==> config.mk <==
export PLATFORM = sky130hd
export DESIGN_NAME = msp_frame_parser_top
export DESIGN_NICKNAME = d
export VERILOG_FILES = /design/src/hdl/msp_pkg.sv /design/src/hdl/msp_frame_parser_top.sv /design/src/hdl/msp_ctrl.sv /design/src/hdl/msp_dp.sv
export SDC_FILE = /design/constraint.sdc
export NUM_CORES = 1
export LEC_CHECK = 0
export BUFFER_PORTS_ARGS = -buffer_cell sky130_fd_sc_hd__buf_2
export CAP_MARGIN = 20
export CORE_MARGIN = 8
export CORE_UTILIZATION = 45
export DETAILED_ROUTE_END_ITERATION = 8
export GPL_TIMING_DRIVEN = 1
export PLACE_DENSITY = 0.6
export SLEW_MARGIN = 25
export SYNTH_ARGS = -nofsm -noshare
export SYNTH_HDL_FRONTEND = slang
export SYNTH_SLANG_ARGS = --single-unit
==> constraint.sdc <==
create_clock -name clk_i -period 3.2 [get_ports clk_i]
set_input_delay 0.48 -clock clk_i [delete_from_list [all_inputs] [get_ports clk_i]]
set_output_delay 0.48 -clock clk_i [all_outputs]
set_load 0.01 [all_outputs]
==> src/hdl/msp_pkg.sv <==
package msp_pkg;

  localparam int unsigned ByteW = 8;
  localparam int unsigned CfgIdxW = 2;
  localparam int unsigned IndexW = 6;

  localparam logic [CfgIdxW-1:0] CFG_SYNC_FIRST = 2'd0;
  localparam logic [CfgIdxW-1:0] CFG_SYNC_SECOND = 2'd1;
  localparam logic [CfgIdxW-1:0] CFG_DIRECTION = 2'd2;

  typedef struct packed {
    logic cap_size;
    logic cap_cmd;
    logic cap_data;
    logic burst_clr;
    logic rd_en;
    logic load_out;
  } msp_cmd_t;

  typedef struct packed {
    logic match_sync1;
    logic match_sync2;
    logic match_dir;
    logic size_ok;
    logic len_zero;
    logic fill_done;
    logic csum_ok;
    logic burst_last;
    logic out_free;
  } msp_sts_t;

endpackage

==> src/hdl/msp_frame_parser_top.sv <==
// Frame parser for a two-sync-byte serial command protocol.
// Input channel: one received byte per request on in_byte_i, taken at an edge
// where in_valid_i is high and in_stall_o is low. A frame is sync, sync,
// direction, size, command, payload and an XOR checksum over size, command
// and payload. Sync and direction values come from three registers written
// through cfg_we_i, cfg_index_i and cfg_data_i.
// After a matching checksum byte the payload is read back from the store,
// one byte per read. Each result with data comes from a store read followed
// by an output load, and the load waits while the output register still
// holds a stalled result. An empty payload skips the store read and gives
// a single result without data.
// in_stall_o is high while the burst is played out. The last result sits in
// the output register while parsing of the next frame goes on.
// When the receiver stalls, the output register holds its result and the
// burst waits. Rejected frames give no output. Reset returns the parser to
// hunting for the first sync byte, loads the default register values and
// empties the output register; the payload store needs no clearing.
module msp_frame_parser_top
  import msp_pkg::*;
#(
  parameter int unsigned MAX_PAYLOAD = 32
) (
  input  logic               clk_i,
  input  logic               rst_ni,
  input  logic               cfg_we_i,
  input  logic [CfgIdxW-1:0] cfg_index_i,
  input  logic [ByteW-1:0]   cfg_data_i,
  input  logic               in_valid_i,
  output logic               in_stall_o,
  input  logic [ByteW-1:0]   in_byte_i,
  output logic               out_valid_o,
  input  logic               out_stall_i,
  output logic [ByteW-1:0]   command_o,
  output logic               has_data_o,
  output logic [IndexW-1:0]  byte_index_o,
  output logic [ByteW-1:0]   data_byte_o,
  output logic               last_o
);

  msp_cmd_t cmd;
  msp_sts_t sts;

  msp_ctrl u_ctrl (
    .clk_i      (clk_i),
    .rst_ni     (rst_ni),
    .in_valid_i (in_valid_i),
    .in_stall_o (in_stall_o),
    .sts_i      (sts),
    .cmd_o      (cmd)
  );

  msp_dp #(
    .MAX_PAYLOAD (MAX_PAYLOAD)
  ) u_dp (
    .clk_i        (clk_i),
    .rst_ni       (rst_ni),
    .cfg_we_i     (cfg_we_i),
    .cfg_index_i  (cfg_index_i),
    .cfg_data_i   (cfg_data_i),
    .in_byte_i    (in_byte_i),
    .out_stall_i  (out_stall_i),
    .cmd_i        (cmd),
    .sts_o        (sts),
    .out_valid_o  (out_valid_o),
    .command_o    (command_o),
    .has_data_o   (has_data_o),
    .byte_index_o (byte_index_o),
    .data_byte_o  (data_byte_o),
    .last_o       (last_o)
  );

endmodule

==> src/hdl/msp_ctrl.sv <==
module msp_ctrl
  import msp_pkg::*;
(
  input  logic     clk_i,
  input  logic     rst_ni,
  input  logic     in_valid_i,
  output logic     in_stall_o,
  input  msp_sts_t sts_i,
  output msp_cmd_t cmd_o
);

  localparam logic [3:0] ST_SYNC1 = 4'd0;
  localparam logic [3:0] ST_SYNC2 = 4'd1;
  localparam logic [3:0] ST_DIR = 4'd2;
  localparam logic [3:0] ST_SIZE = 4'd3;
  localparam logic [3:0] ST_CMD = 4'd4;
  localparam logic [3:0] ST_DATA = 4'd5;
  localparam logic [3:0] ST_CHECK = 4'd6;
  localparam logic [3:0] ST_READ = 4'd7;
  localparam logic [3:0] ST_LOAD = 4'd8;

  logic [3:0] state_q, state_d;
  logic       bursting;
  logic       acc;

  assign bursting = (state_q == ST_READ) || (state_q == ST_LOAD);
  assign in_stall_o = bursting;
  assign acc = in_valid_i && !bursting;

  always_comb begin
    state_d = state_q;
    cmd_o = '0;
    unique case (state_q)
      ST_SYNC1: begin
        if (acc) begin
          state_d = sts_i.match_sync1 ? ST_SYNC2 : ST_SYNC1;
        end
      end
      ST_SYNC2: begin
        if (acc) begin
          state_d = sts_i.match_sync2 ? ST_DIR : ST_SYNC1;
        end
      end
      ST_DIR: begin
        if (acc) begin
          state_d = sts_i.match_dir ? ST_SIZE : ST_SYNC1;
        end
      end
      ST_SIZE: begin
        if (acc) begin
          cmd_o.cap_size = sts_i.size_ok;
          state_d = sts_i.size_ok ? ST_CMD : ST_SYNC1;
        end
      end
      ST_CMD: begin
        if (acc) begin
          cmd_o.cap_cmd = 1'b1;
          state_d = sts_i.len_zero ? ST_CHECK : ST_DATA;
        end
      end
      ST_DATA: begin
        if (acc) begin
          cmd_o.cap_data = 1'b1;
          state_d = sts_i.fill_done ? ST_CHECK : ST_DATA;
        end
      end
      ST_CHECK: begin
        if (acc) begin
          cmd_o.burst_clr = sts_i.csum_ok;
          if (!sts_i.csum_ok) begin
            state_d = ST_SYNC1;
          end else begin
            state_d = sts_i.len_zero ? ST_LOAD : ST_READ;
          end
        end
      end
      ST_READ: begin
        cmd_o.rd_en = 1'b1;
        state_d = ST_LOAD;
      end
      ST_LOAD: begin
        if (sts_i.out_free) begin
          cmd_o.load_out = 1'b1;
          state_d = sts_i.burst_last ? ST_SYNC1 : ST_READ;
        end
      end
      default: begin
        state_d = ST_SYNC1;
      end
    endcase
  end

  always_ff @(posedge clk_i or negedge rst_ni) begin
    if (!rst_ni) begin
      state_q <= ST_SYNC1;
    end else begin
      state_q <= state_d;
    end
  end

  a_read_then_load: assert property (@(posedge clk_i) disable iff (!rst_ni)
    (state_q == ST_READ) |=> (state_q == ST_LOAD))
    else $error("Payload read was not followed by an output load.");

  a_load_needs_room: assert property (@(posedge clk_i) disable iff (!rst_ni)
    cmd_o.load_out |-> sts_i.out_free)
    else $error("Output register loaded while a result was still waiting.");

endmodule

==> src/hdl/msp_dp.sv <==
module msp_dp
  import msp_pkg::*;
#(
  parameter int unsigned MAX_PAYLOAD = 32
) (
  input  logic               clk_i,
  input  logic               rst_ni,
  input  logic               cfg_we_i,
  input  logic [CfgIdxW-1:0] cfg_index_i,
  input  logic [ByteW-1:0]   cfg_data_i,
  input  logic [ByteW-1:0]   in_byte_i,
  input  logic               out_stall_i,
  input  msp_cmd_t           cmd_i,
  output msp_sts_t           sts_o,
  output logic               out_valid_o,
  output logic [ByteW-1:0]   command_o,
  output logic               has_data_o,
  output logic [IndexW-1:0]  byte_index_o,
  output logic [ByteW-1:0]   data_byte_o,
  output logic               last_o
);

  localparam int unsigned FlW = $clog2(MAX_PAYLOAD + 1);
  localparam int unsigned AddrW = (MAX_PAYLOAD > 1) ? $clog2(MAX_PAYLOAD) : 1;

  logic [ByteW-1:0] sync_first_q, sync_second_q, direction_q;
  logic [FlW-1:0]   frame_length_q;
  logic [FlW-1:0]   fill_pos_q;
  logic [FlW-1:0]   burst_idx_q;
  logic [ByteW-1:0] frame_cmd_q;
  logic [ByteW-1:0] run_xor_q;
  logic [ByteW-1:0] rdata_q;
  logic [ByteW-1:0] mem_q [MAX_PAYLOAD];

  logic             out_valid_q;
  logic [ByteW-1:0] out_cmd_q;
  logic             out_has_q;
  logic [IndexW-1:0] out_idx_q;
  logic [ByteW-1:0] out_data_q;
  logic             out_last_q;

  logic [FlW:0]     fill_inc;
  logic [FlW:0]     burst_inc;

  assign fill_inc = {1'b0, fill_pos_q} + 1'b1;
  assign burst_inc = {1'b0, burst_idx_q} + 1'b1;

  assign sts_o.match_sync1 = (in_byte_i == sync_first_q);
  assign sts_o.match_sync2 = (in_byte_i == sync_second_q);
  assign sts_o.match_dir = (in_byte_i == direction_q);
  assign sts_o.size_ok = (in_byte_i <= ByteW'(MAX_PAYLOAD));
  assign sts_o.len_zero = (frame_length_q == '0);
  assign sts_o.fill_done = (fill_inc >= {1'b0, frame_length_q});
  assign sts_o.csum_ok = (run_xor_q == in_byte_i);
  assign sts_o.burst_last = (frame_length_q == '0) ||
                            (burst_inc == {1'b0, frame_length_q});
  assign sts_o.out_free = !out_valid_q || !out_stall_i;

  always_ff @(posedge clk_i or negedge rst_ni) begin
    if (!rst_ni) begin
      sync_first_q <= 8'd36;
      sync_second_q <= 8'd77;
      direction_q <= 8'd62;
    end else if (cfg_we_i) begin
      unique case (cfg_index_i)
        CFG_SYNC_FIRST: sync_first_q <= cfg_data_i;
        CFG_SYNC_SECOND: sync_second_q <= cfg_data_i;
        CFG_DIRECTION: direction_q <= cfg_data_i;
        default: ;
      endcase
    end
  end

  always_ff @(posedge clk_i or negedge rst_ni) begin
    if (!rst_ni) begin
      frame_length_q <= '0;
      fill_pos_q <= '0;
      frame_cmd_q <= '0;
      run_xor_q <= '0;
      burst_idx_q <= '0;
      out_valid_q <= 1'b0;
    end else begin
      if (cmd_i.cap_size) begin
        frame_length_q <= in_byte_i[FlW-1:0];
        fill_pos_q <= '0;
        run_xor_q <= in_byte_i;
      end
      if (cmd_i.cap_cmd) begin
        frame_cmd_q <= in_byte_i;
        run_xor_q <= run_xor_q ^ in_byte_i;
      end
      if (cmd_i.cap_data) begin
        fill_pos_q <= fill_inc[FlW-1:0];
        run_xor_q <= run_xor_q ^ in_byte_i;
      end
      if (cmd_i.burst_clr) begin
        burst_idx_q <= '0;
      end else if (cmd_i.load_out) begin
        burst_idx_q <= burst_inc[FlW-1:0];
      end
      if (cmd_i.load_out) begin
        out_valid_q <= 1'b1;
      end else if (!out_stall_i) begin
        out_valid_q <= 1'b0;
      end
    end
  end

  always_ff @(posedge clk_i) begin
    if (cmd_i.cap_data) begin
      mem_q[fill_pos_q[AddrW-1:0]] <= in_byte_i;
    end
    if (cmd_i.rd_en) begin
      rdata_q <= mem_q[burst_idx_q[AddrW-1:0]];
    end
  end

  always_ff @(posedge clk_i) begin
    if (cmd_i.load_out) begin
      out_cmd_q <= frame_cmd_q;
      out_has_q <= !sts_o.len_zero;
      out_idx_q <= IndexW'(burst_idx_q);
      out_data_q <= sts_o.len_zero ? '0 : rdata_q;
      out_last_q <= sts_o.burst_last;
    end
  end

  assign out_valid_o = out_valid_q;
  assign command_o = out_cmd_q;
  assign has_data_o = out_has_q;
  assign byte_index_o = out_idx_q;
  assign data_byte_o = out_data_q;
  assign last_o = out_last_q;

  a_fill_in_range: assert property (@(posedge clk_i) disable iff (!rst_ni)
    fill_pos_q <= frame_length_q)
    else $error("Payload fill position ran past the frame length.");

  a_burst_in_range: assert property (@(posedge clk_i) disable iff (!rst_ni)
    (cmd_i.load_out && !sts_o.len_zero) |-> (burst_idx_q < frame_length_q))
    else $error("Burst index ran past the frame length.");

  a_empty_result: assert property (@(posedge clk_i) disable iff (!rst_ni)
    (out_valid_q && !out_has_q) |-> (out_last_q && (out_data_q == '0)))
    else $error("Empty-payload result is not a single final result.");

endmodule
==> results.py, run 1 <==
metrics = {
    "clock_network": {
        "post_cts_buffers": 0,
        "max-clock-path-buffers": 3,
        "ctsResizeCount": 0,
        "cts_sinks": 351,
        "cts_max_level": 2,
        "root_buffer": "clkbuf_16",
        "cts_hold_buf": 1,
        "clk_latency_ns": 0.52,
        "numCtsBuffers": 37,
        "cts_tree": "built",
        "path_clk_slew_ns": 0.06,
    },
    "route": {
        "vias_per_cell": 5.63,
        "met3_length_um": 1620,
        "wl_met2_um": 14600,
        "dr.pass1.iters": 5,
        "ant_nets": 0,
        "drc": 0,
        "drt_wl_total_um": 30800,
        "wire_per_inst_um": 23.1,
        "wl_met1_um": 13700,
        "drt-initial-drc-count": 672,
        "top_layer": "met4",
        "route.vias.total": 7494,
    },
    "floorplanning": {
        "die-area_sq_um": 38200,
        "initial_core_util_pct": 45.9,
        "die_width_um": 196,
        "core_area_sq_um": 31600,
        "rows": 65,
        "io_pins": 49,
        "die_h_um": 196,
    },
    "placed_design": {
        "dpl_cell_area_sq_um": 15500,
        "port_buffers": 48,
        "place.gp.congestion": 0.831,
        "hpwl_um": 20400,
    },
    "power": {
        "powerDensity_nw_per_um2": 598,
        "finalPower_mw": 9.95,
        "p_leak_nw": 5.64,
        "vdd.ir_drop.worst_uv": 435,
    },
    "timing": {
        "max_freq_ghz": 0.372,
        "worstMarginPinSlew_ns": 0.651,
        "slew-limit-headroom_pct": 56.6,
        "hold_viol_final": 0,
        "rsz0062_at_grt": "false",
        "finalCriticalPeriod_ns": 2.69,
        "fin_crit_sh_pct": 83.9,
        "clock_skew_ns": 0.0141,
        "setup_viol": 0,
        "setup_tns_ns": 0,
        "drv_slew": 0,
    },
    "cells_and_area": {
        "drive_above_1_share_pct": 29.2,
        "regArea_sq_um": 10200,
        "layout_commonest_cell": "edfxtp_1",
        "diodes": 0,
        "nets": 937,
        "final_cell_mix": "edfxtp_1 (288), mux4_2 (66), nor2_1 (57)",
        "area_growth_syn_to_layout_pct": 14.6,
        "multiInputGateArea_sq_um": 4010,
        "final_cell_area_sq_um": 16600,
        "fill_cells": 2458,
    },
    "global_routing": {
        "grt_overflow": 0,
        "grt_pass1_vias": 7813,
        "grt_pass1_wl_um": 47500,
        "gr-usage-all-layers_pct": 16.2,
        "antenna_found_initial": 1,
        "grt_max_degree": 66,
    },
    "job": {
        "maxCapViolCount": 0,
    },
    "critical_path": {
        "crit_fanout": 21,
        "start_kind": "flop",
        "r2r_cells": 7,
        "crit_required_ns": 3.60,
        "r2r_end": "u_ctrl.state_q[2]",
        "crit_type": "flop to flop",
        "r2r_slack_ns": 0.51,
        "r2r_start": "u_dp.burst_idx_q[0]",
        "worstSetupEndpointType": "flop",
        "crit_arrival_ns": 3.08,
    },
    "synth": {
        "ys_types": 53,
        "yosysWarnings": 0,
        "ys.flop_type": "edfxtp_1",
        "synth_edf_count": 288,
        "ys_seq_area_share_pct": 70.6,
        "ys_top_cells_by_area": "edfxtp_1 (60%), mux4_2 (10%), dfrtp_1 (9.0%)",
        "syn_nets": 838,
        "yosysTopAreaCell": "edfxtp_1",
        "synth_top_area_share_pct": 59.6,
        "synthCells": 804,
        "syn_area_sq_um": 14500,
        "synth_seq_cells": 351,
        "async_flop_share_pct": 17.9,
        "syn-mean-instance-area_sq_um": 18.0,
    },
    "min_path": {
        "worstHoldStart": "cfg_data_i[2]",
        "hp-class": "primary input to flop",
        "hold_depth": 2,
        "min_to": "u_dp.direction_q[2]",
    },
    "outcome": {
        "status": "finished clean",
    },
}
==> flip-flops by register name, summed over array words and instances, names as in the netlist <==
| signal | count |
|---|---|
| u_dp.mem_q | 256 |
| u_dp.command_o | 8 |
| u_dp.data_byte_o | 8 |
| u_dp.direction_q | 8 |
| u_dp.frame_cmd_q | 8 |
| u_dp.rdata_q | 8 |
| u_dp.run_xor_q | 8 |
| u_dp.sync_first_q | 8 |
| u_dp.sync_second_q | 8 |
| u_dp.burst_idx_q | 6 |
| u_dp.byte_index_o | 6 |
| u_dp.fill_pos_q | 6 |
| u_dp.frame_length_q | 6 |
| u_ctrl.state_q | 4 |
| u_dp.has_data_o | 1 |
| u_dp.last_o | 1 |
| u_dp.out_valid_o | 1 |
==> synth_stat cells (12+ instances only) <==
master	instances
clkbuf_1	22
dfrtp_1	52
edfxtp_1	288
inv_1	12
mux2_2	40
mux4_1	14
mux4_2	66
nand2_1	52
nor2_1	57
xnor2_1	17
xor2_1	40
==> critical path: stages (launching register included) <==
cell and delay (ns):
dfrtp_4 0.72, ha_1 0.33, or3b_1 0.36, o211a_1 0.13, o32a_1 0.36, o31ai_1 0.23, a21oi_1 0.11, a221o_1 0.33
==> power breakdown <==
| group | switching, mW | leakage, nW | internal, mW |
|---|---|---|---|
| logic | 0.363 | 1.77 | 0.318 |
| registers | 0.137 | 3.32 | 5.14 |
| clock network | 1.68 | 0.549 | 2.31 |
| total | 2.18 | 5.64 | 7.77 |
==> layout make-up <==
| type | instances | share of cell area (%) |
|---|---|---|
| Inverter | 12 | 0.271 |
| Multi-Input combinational cell | 401 | 24.1 |
| Sequential cell | 351 | 61.6 |
| Tap cell | 402 | 3.02 |
| Clock buffer | 50 | 6.11 |
| Clock inverter | 16 | 0.707 |
| Timing Repair Buffer | 100 | 4.20 |
==> worst max path at each step <==
stage,start,endpoint,slack [ns],depth (start not counted)
2_1_floorplan,u_dp.fill_pos_q[4],u_ctrl.state_q[0],0.81,11
3_3_place_gp,u_dp.burst_idx_q[0],u_dp.rdata_q[7],0.49,4
6_report,u_dp.burst_idx_q[0],u_ctrl.state_q[2],0.51,7
3_5_place_dp,u_dp.burst_idx_q[0],u_ctrl.state_q[2],0.48,7
5_1_grt,u_dp.burst_idx_q[0],u_ctrl.state_q[2],0.34,7
4_1_cts,u_dp.burst_idx_q[0],u_dp.rdata_q[7],0.48,4
==> stage by stage <==
stage                     setup WS [ns]  hold slack, ns  util, %  instances
after detailed placement          0.482           0.433     49.0       1265
after CTS                         0.476           0.206     52.6       1332
final                             0.514           0.226     52.6       1332
after global placement            0.492           0.428     48.9       1265
after floorplan                   0.812           0.184        -        804
after global routing              0.344           0.223     52.6       1332
==> routing by layer <==
metal / track usage [%] / vias to the layer above
met2: 26.0 / 232
li1: - / 3340
met4: 5.56 / 0
met3: 2.82 / 64
met5: 0 / -
met1: 22.3 / 3858
==> cells by family (layout without fill, tap and decap cells) <==
group	after synthesis	in the layout	synth area share, %
flip-flops	351	351	70.6
AO/OA/AOI/OAI	44	44	1.96
XOR/XNOR	57	57	3.44
adder cells (fa/ha/maj)	11	11	0.949
multiplexers	120	120	15.9
buffers and inverters	52	178	1.79
AND/OR/NAND/NOR	169	169	5.39
Power figures use the tool's default switching activity.
==> inputs of run 2 (changes only) <==
Settings changed: PLACE_DENSITY 0.6 to 0.62.
Clock period 3.2 ns to 2.2 ns, I/O delays scaled along.
==> run 2 against run 1 <==
Effect of this change:
- the flow now finishes with violations (negative setup slack)
- combinational power up 73%
- register-to-register slack worse by 0.71 ns
- worst hold slack worse by 0.16 ns
- clock-buffer cell count up 1
- setup slack worse by 0.71 ns
- highest routed layer unchanged
- sequential share of layout area down 2.8 points
- fmax up 12%
==> results.py, run 2 (synthesis results as in run 1) <==
metrics = {
    "route": {
        "route.vias.total": 7690,
        "drc": 0,
        "wl_met1_um": 15200,
        "met3_length_um": 2190,
        "vias_per_cell": 5.49,
        "ant_nets": 0,
        "wire_per_inst_um": 24.1,
        "wl_met2_um": 15600,
        "drt_wl_total_um": 33800,
        "drt-initial-drc-count": 700,
        "dr.pass1.iters": 7,
        "top_layer": "met4",
    },
    "timing": {
        "max_freq_ghz": 0.418,
        "hold_slack_ns": 0.0694,
        "finalCriticalPeriod_ns": 2.39,
        "hold_viol_final": 0,
        "fin_crit_sh_pct": 109,
        "clock_skew_ns": 0.0269,
        "slew-limit-headroom_pct": 63.8,
        "worstMarginPinSlew_ns": 0.530,
        "fin_ws_ns": -0.195,
        "setup_viol": 11,
        "setup_tns_ns": -1.75,
        "rsz0062_at_grt": "true",
        "drv_slew": 0,
    },
    "placed_design": {
        "dpl_cell_area_sq_um": 16000,
        "hpwl_um": 21400,
        "place_inst": 1320,
        "place.gp.congestion": 0.795,
        "port_buffers": 48,
        "pre_cts_slack_ns": -0.203,
    },
    "critical_path": {
        "cp_cell_sequence": "buf_12 -> buf_16 -> mux4_2 -> mux4_2 -> mux2_4",
        "cpPeakStageDelay_ns": 0.54,
        "crit_required_ns": 2.47,
        "crit_arrival_ns": 2.66,
        "r2r_slack_ns": -0.19,
        "crit_top_cell": "mux4_2",
        "crit_fanout": 6,
        "crit_type": "flop to flop",
        "worstSetupEndpointType": "flop",
        "start_kind": "flop",
        "r2r_cells": 5,
        "r2r_start": "u_dp.burst_idx_q[0]",
        "r2r_end": "u_dp.rdata_q[4]",
        "cp-endpoint": "u_dp.rdata_q[4]",
        "startpoint": "u_dp.burst_idx_q[0]",
        "slowest_stage": "mux4_2",
    },
    "cells_and_area": {
        "largest_reg_flops": 256,
        "area_growth_syn_to_layout_pct": 20.2,
        "final_core_util_pct": 55.1,
        "fin_cells": 1400,
        "drive_above_1_share_pct": 35.6,
        "final_cell_area_sq_um": 17400,
        "nets": 1003,
        "layout_commonest_cell": "edfxtp_1",
        "final_cell_mix": "edfxtp_1 (288), buf_4 (93), mux4_2 (69)",
    },
    "power": {
        "finalPower_mw": 15.1,
        "pwr-share-clk_pct": 41.4,
        "seqPwrFrac_pct": 50.7,
        "powerDensity_nw_per_um2": 865,
        "p_leak_nw": 6.09,
        "vdd.ir_drop.worst_uv": 475,
        "sw_frac_of_total_pct": 21.8,
        "p_comb_share_pct": 7.9,
        "switchingPower_mw": 3.28,
        "p_int_mw": 11.8,
    },
    "clock_network": {
        "clk_latency_ns": 0.53,
        "cts_max_level": 2,
        "path_clk_slew_ns": 0.06,
        "root_buffer": "clkbuf_16",
        "numCtsBuffers": 39,
        "cts_sinks": 351,
        "cts_tree": "built",
        "max-clock-path-buffers": 3,
    },
    "job": {
        "maxCapViolCount": 0,
    },
    "outcome": {
        "status": "complete, but fails checks",
        "failed_checks": "negative setup slack",
    },
    "floorplanning": {
        "die_h_um": 196,
        "core_area_sq_um": 31600,
        "initial_core_util_pct": 45.9,
        "die-area_sq_um": 38200,
        "die_width_um": 196,
        "io_pins": 49,
        "rows": 65,
    },
    "global_routing": {
        "grt_pass1_wl_um": 50800,
        "grt_overflow": 0,
        "antenna_found_initial": 1,
        "gr-usage-all-layers_pct": 17.8,
        "grt_max_degree": 40,
        "grt_pass1_vias": 7911,
    },
    "min_path": {
        "hp-class": "primary input to flop",
    },
}
==> run 2: changes by cell type in the layout (fill, tap and decap cells not counted), moves of 4 or more <==
cell    change
buf_4      +46
buf_6       +7
mux2_2      -6
mux2_4      +6
buf_12      +5
nor2_1      -5
nor2_2      +5
buf_16      +4
==> run 2: worst min-delay path by stage <==
stage / from / endpoint / slack (ns) / cells past startpoint
2_1_floorplan: rst_ni / u_ctrl.state_q[0] / 0.03 / 0
3_3_place_gp: rst_ni / u_dp.sync_first_q[4] / 0.30 / 1
3_5_place_dp: rst_ni / u_dp.sync_first_q[4] / 0.30 / 1
4_1_cts: cfg_data_i[3] / u_dp.sync_first_q[3] / 0.05 / 2
5_1_grt: cfg_data_i[3] / u_dp.sync_first_q[3] / 0.07 / 2
6_report: cfg_data_i[3] / u_dp.sync_first_q[3] / 0.07 / 2
==> run 2: layer usage <==
metal | track usage (%) | vias to the layer above
li1 | - | 3464
met1 | 25.1 | 3936
met2 | 27.8 | 250
met3 | 3.37 | 40
met4 | 5.14 | 0
met5 | 0 | -
==> run 2: repair_timing <==
item	CTS	global route
endpoints found under the setup margin	11	14
endpoints found under the hold margin	10	0
pin swaps	0	3
gates cloned	4	0
gates resized for setup	20	6
hold buffers	1	0
buffers inserted	3	2
==> run 2: area by class of cell <==
class                           instances  area [sq um]
Timing Repair Buffer                  164          1350
Multi-Input combinational cell        401          4050
Clock buffer                           51          1080
Fill cell                            2406         14200
Sequential cell                       351         10200
Antenna cell                            1          2.50
Tap cell                              402           503
Inverter                               12          45.0
Clock inverter                         18           155
==> run 2: critical path, delay by kind of cell (launching register included) <==
| family | cells | cell delay, ns |
|---|---|---|
| buffers and inverters | 2 | 0.28 |
| multiplexers | 3 | 1.33 |
| flip-flops | 1 | 0.52 |
==> run 2: power by group through the flow <==
stage / logic (mW) / clock network (mW) / registers, mW
global route: 1.31 / 6.61 / 7.68
CTS: 1.18 / 6.35 / 7.65
floorplan: 0.706 / 0 / 7.74
detailed placement: 1.12 / 0 / 7.78
global placement: 1.10 / 0 / 7.77
finish: 1.18 / 6.24 / 7.65
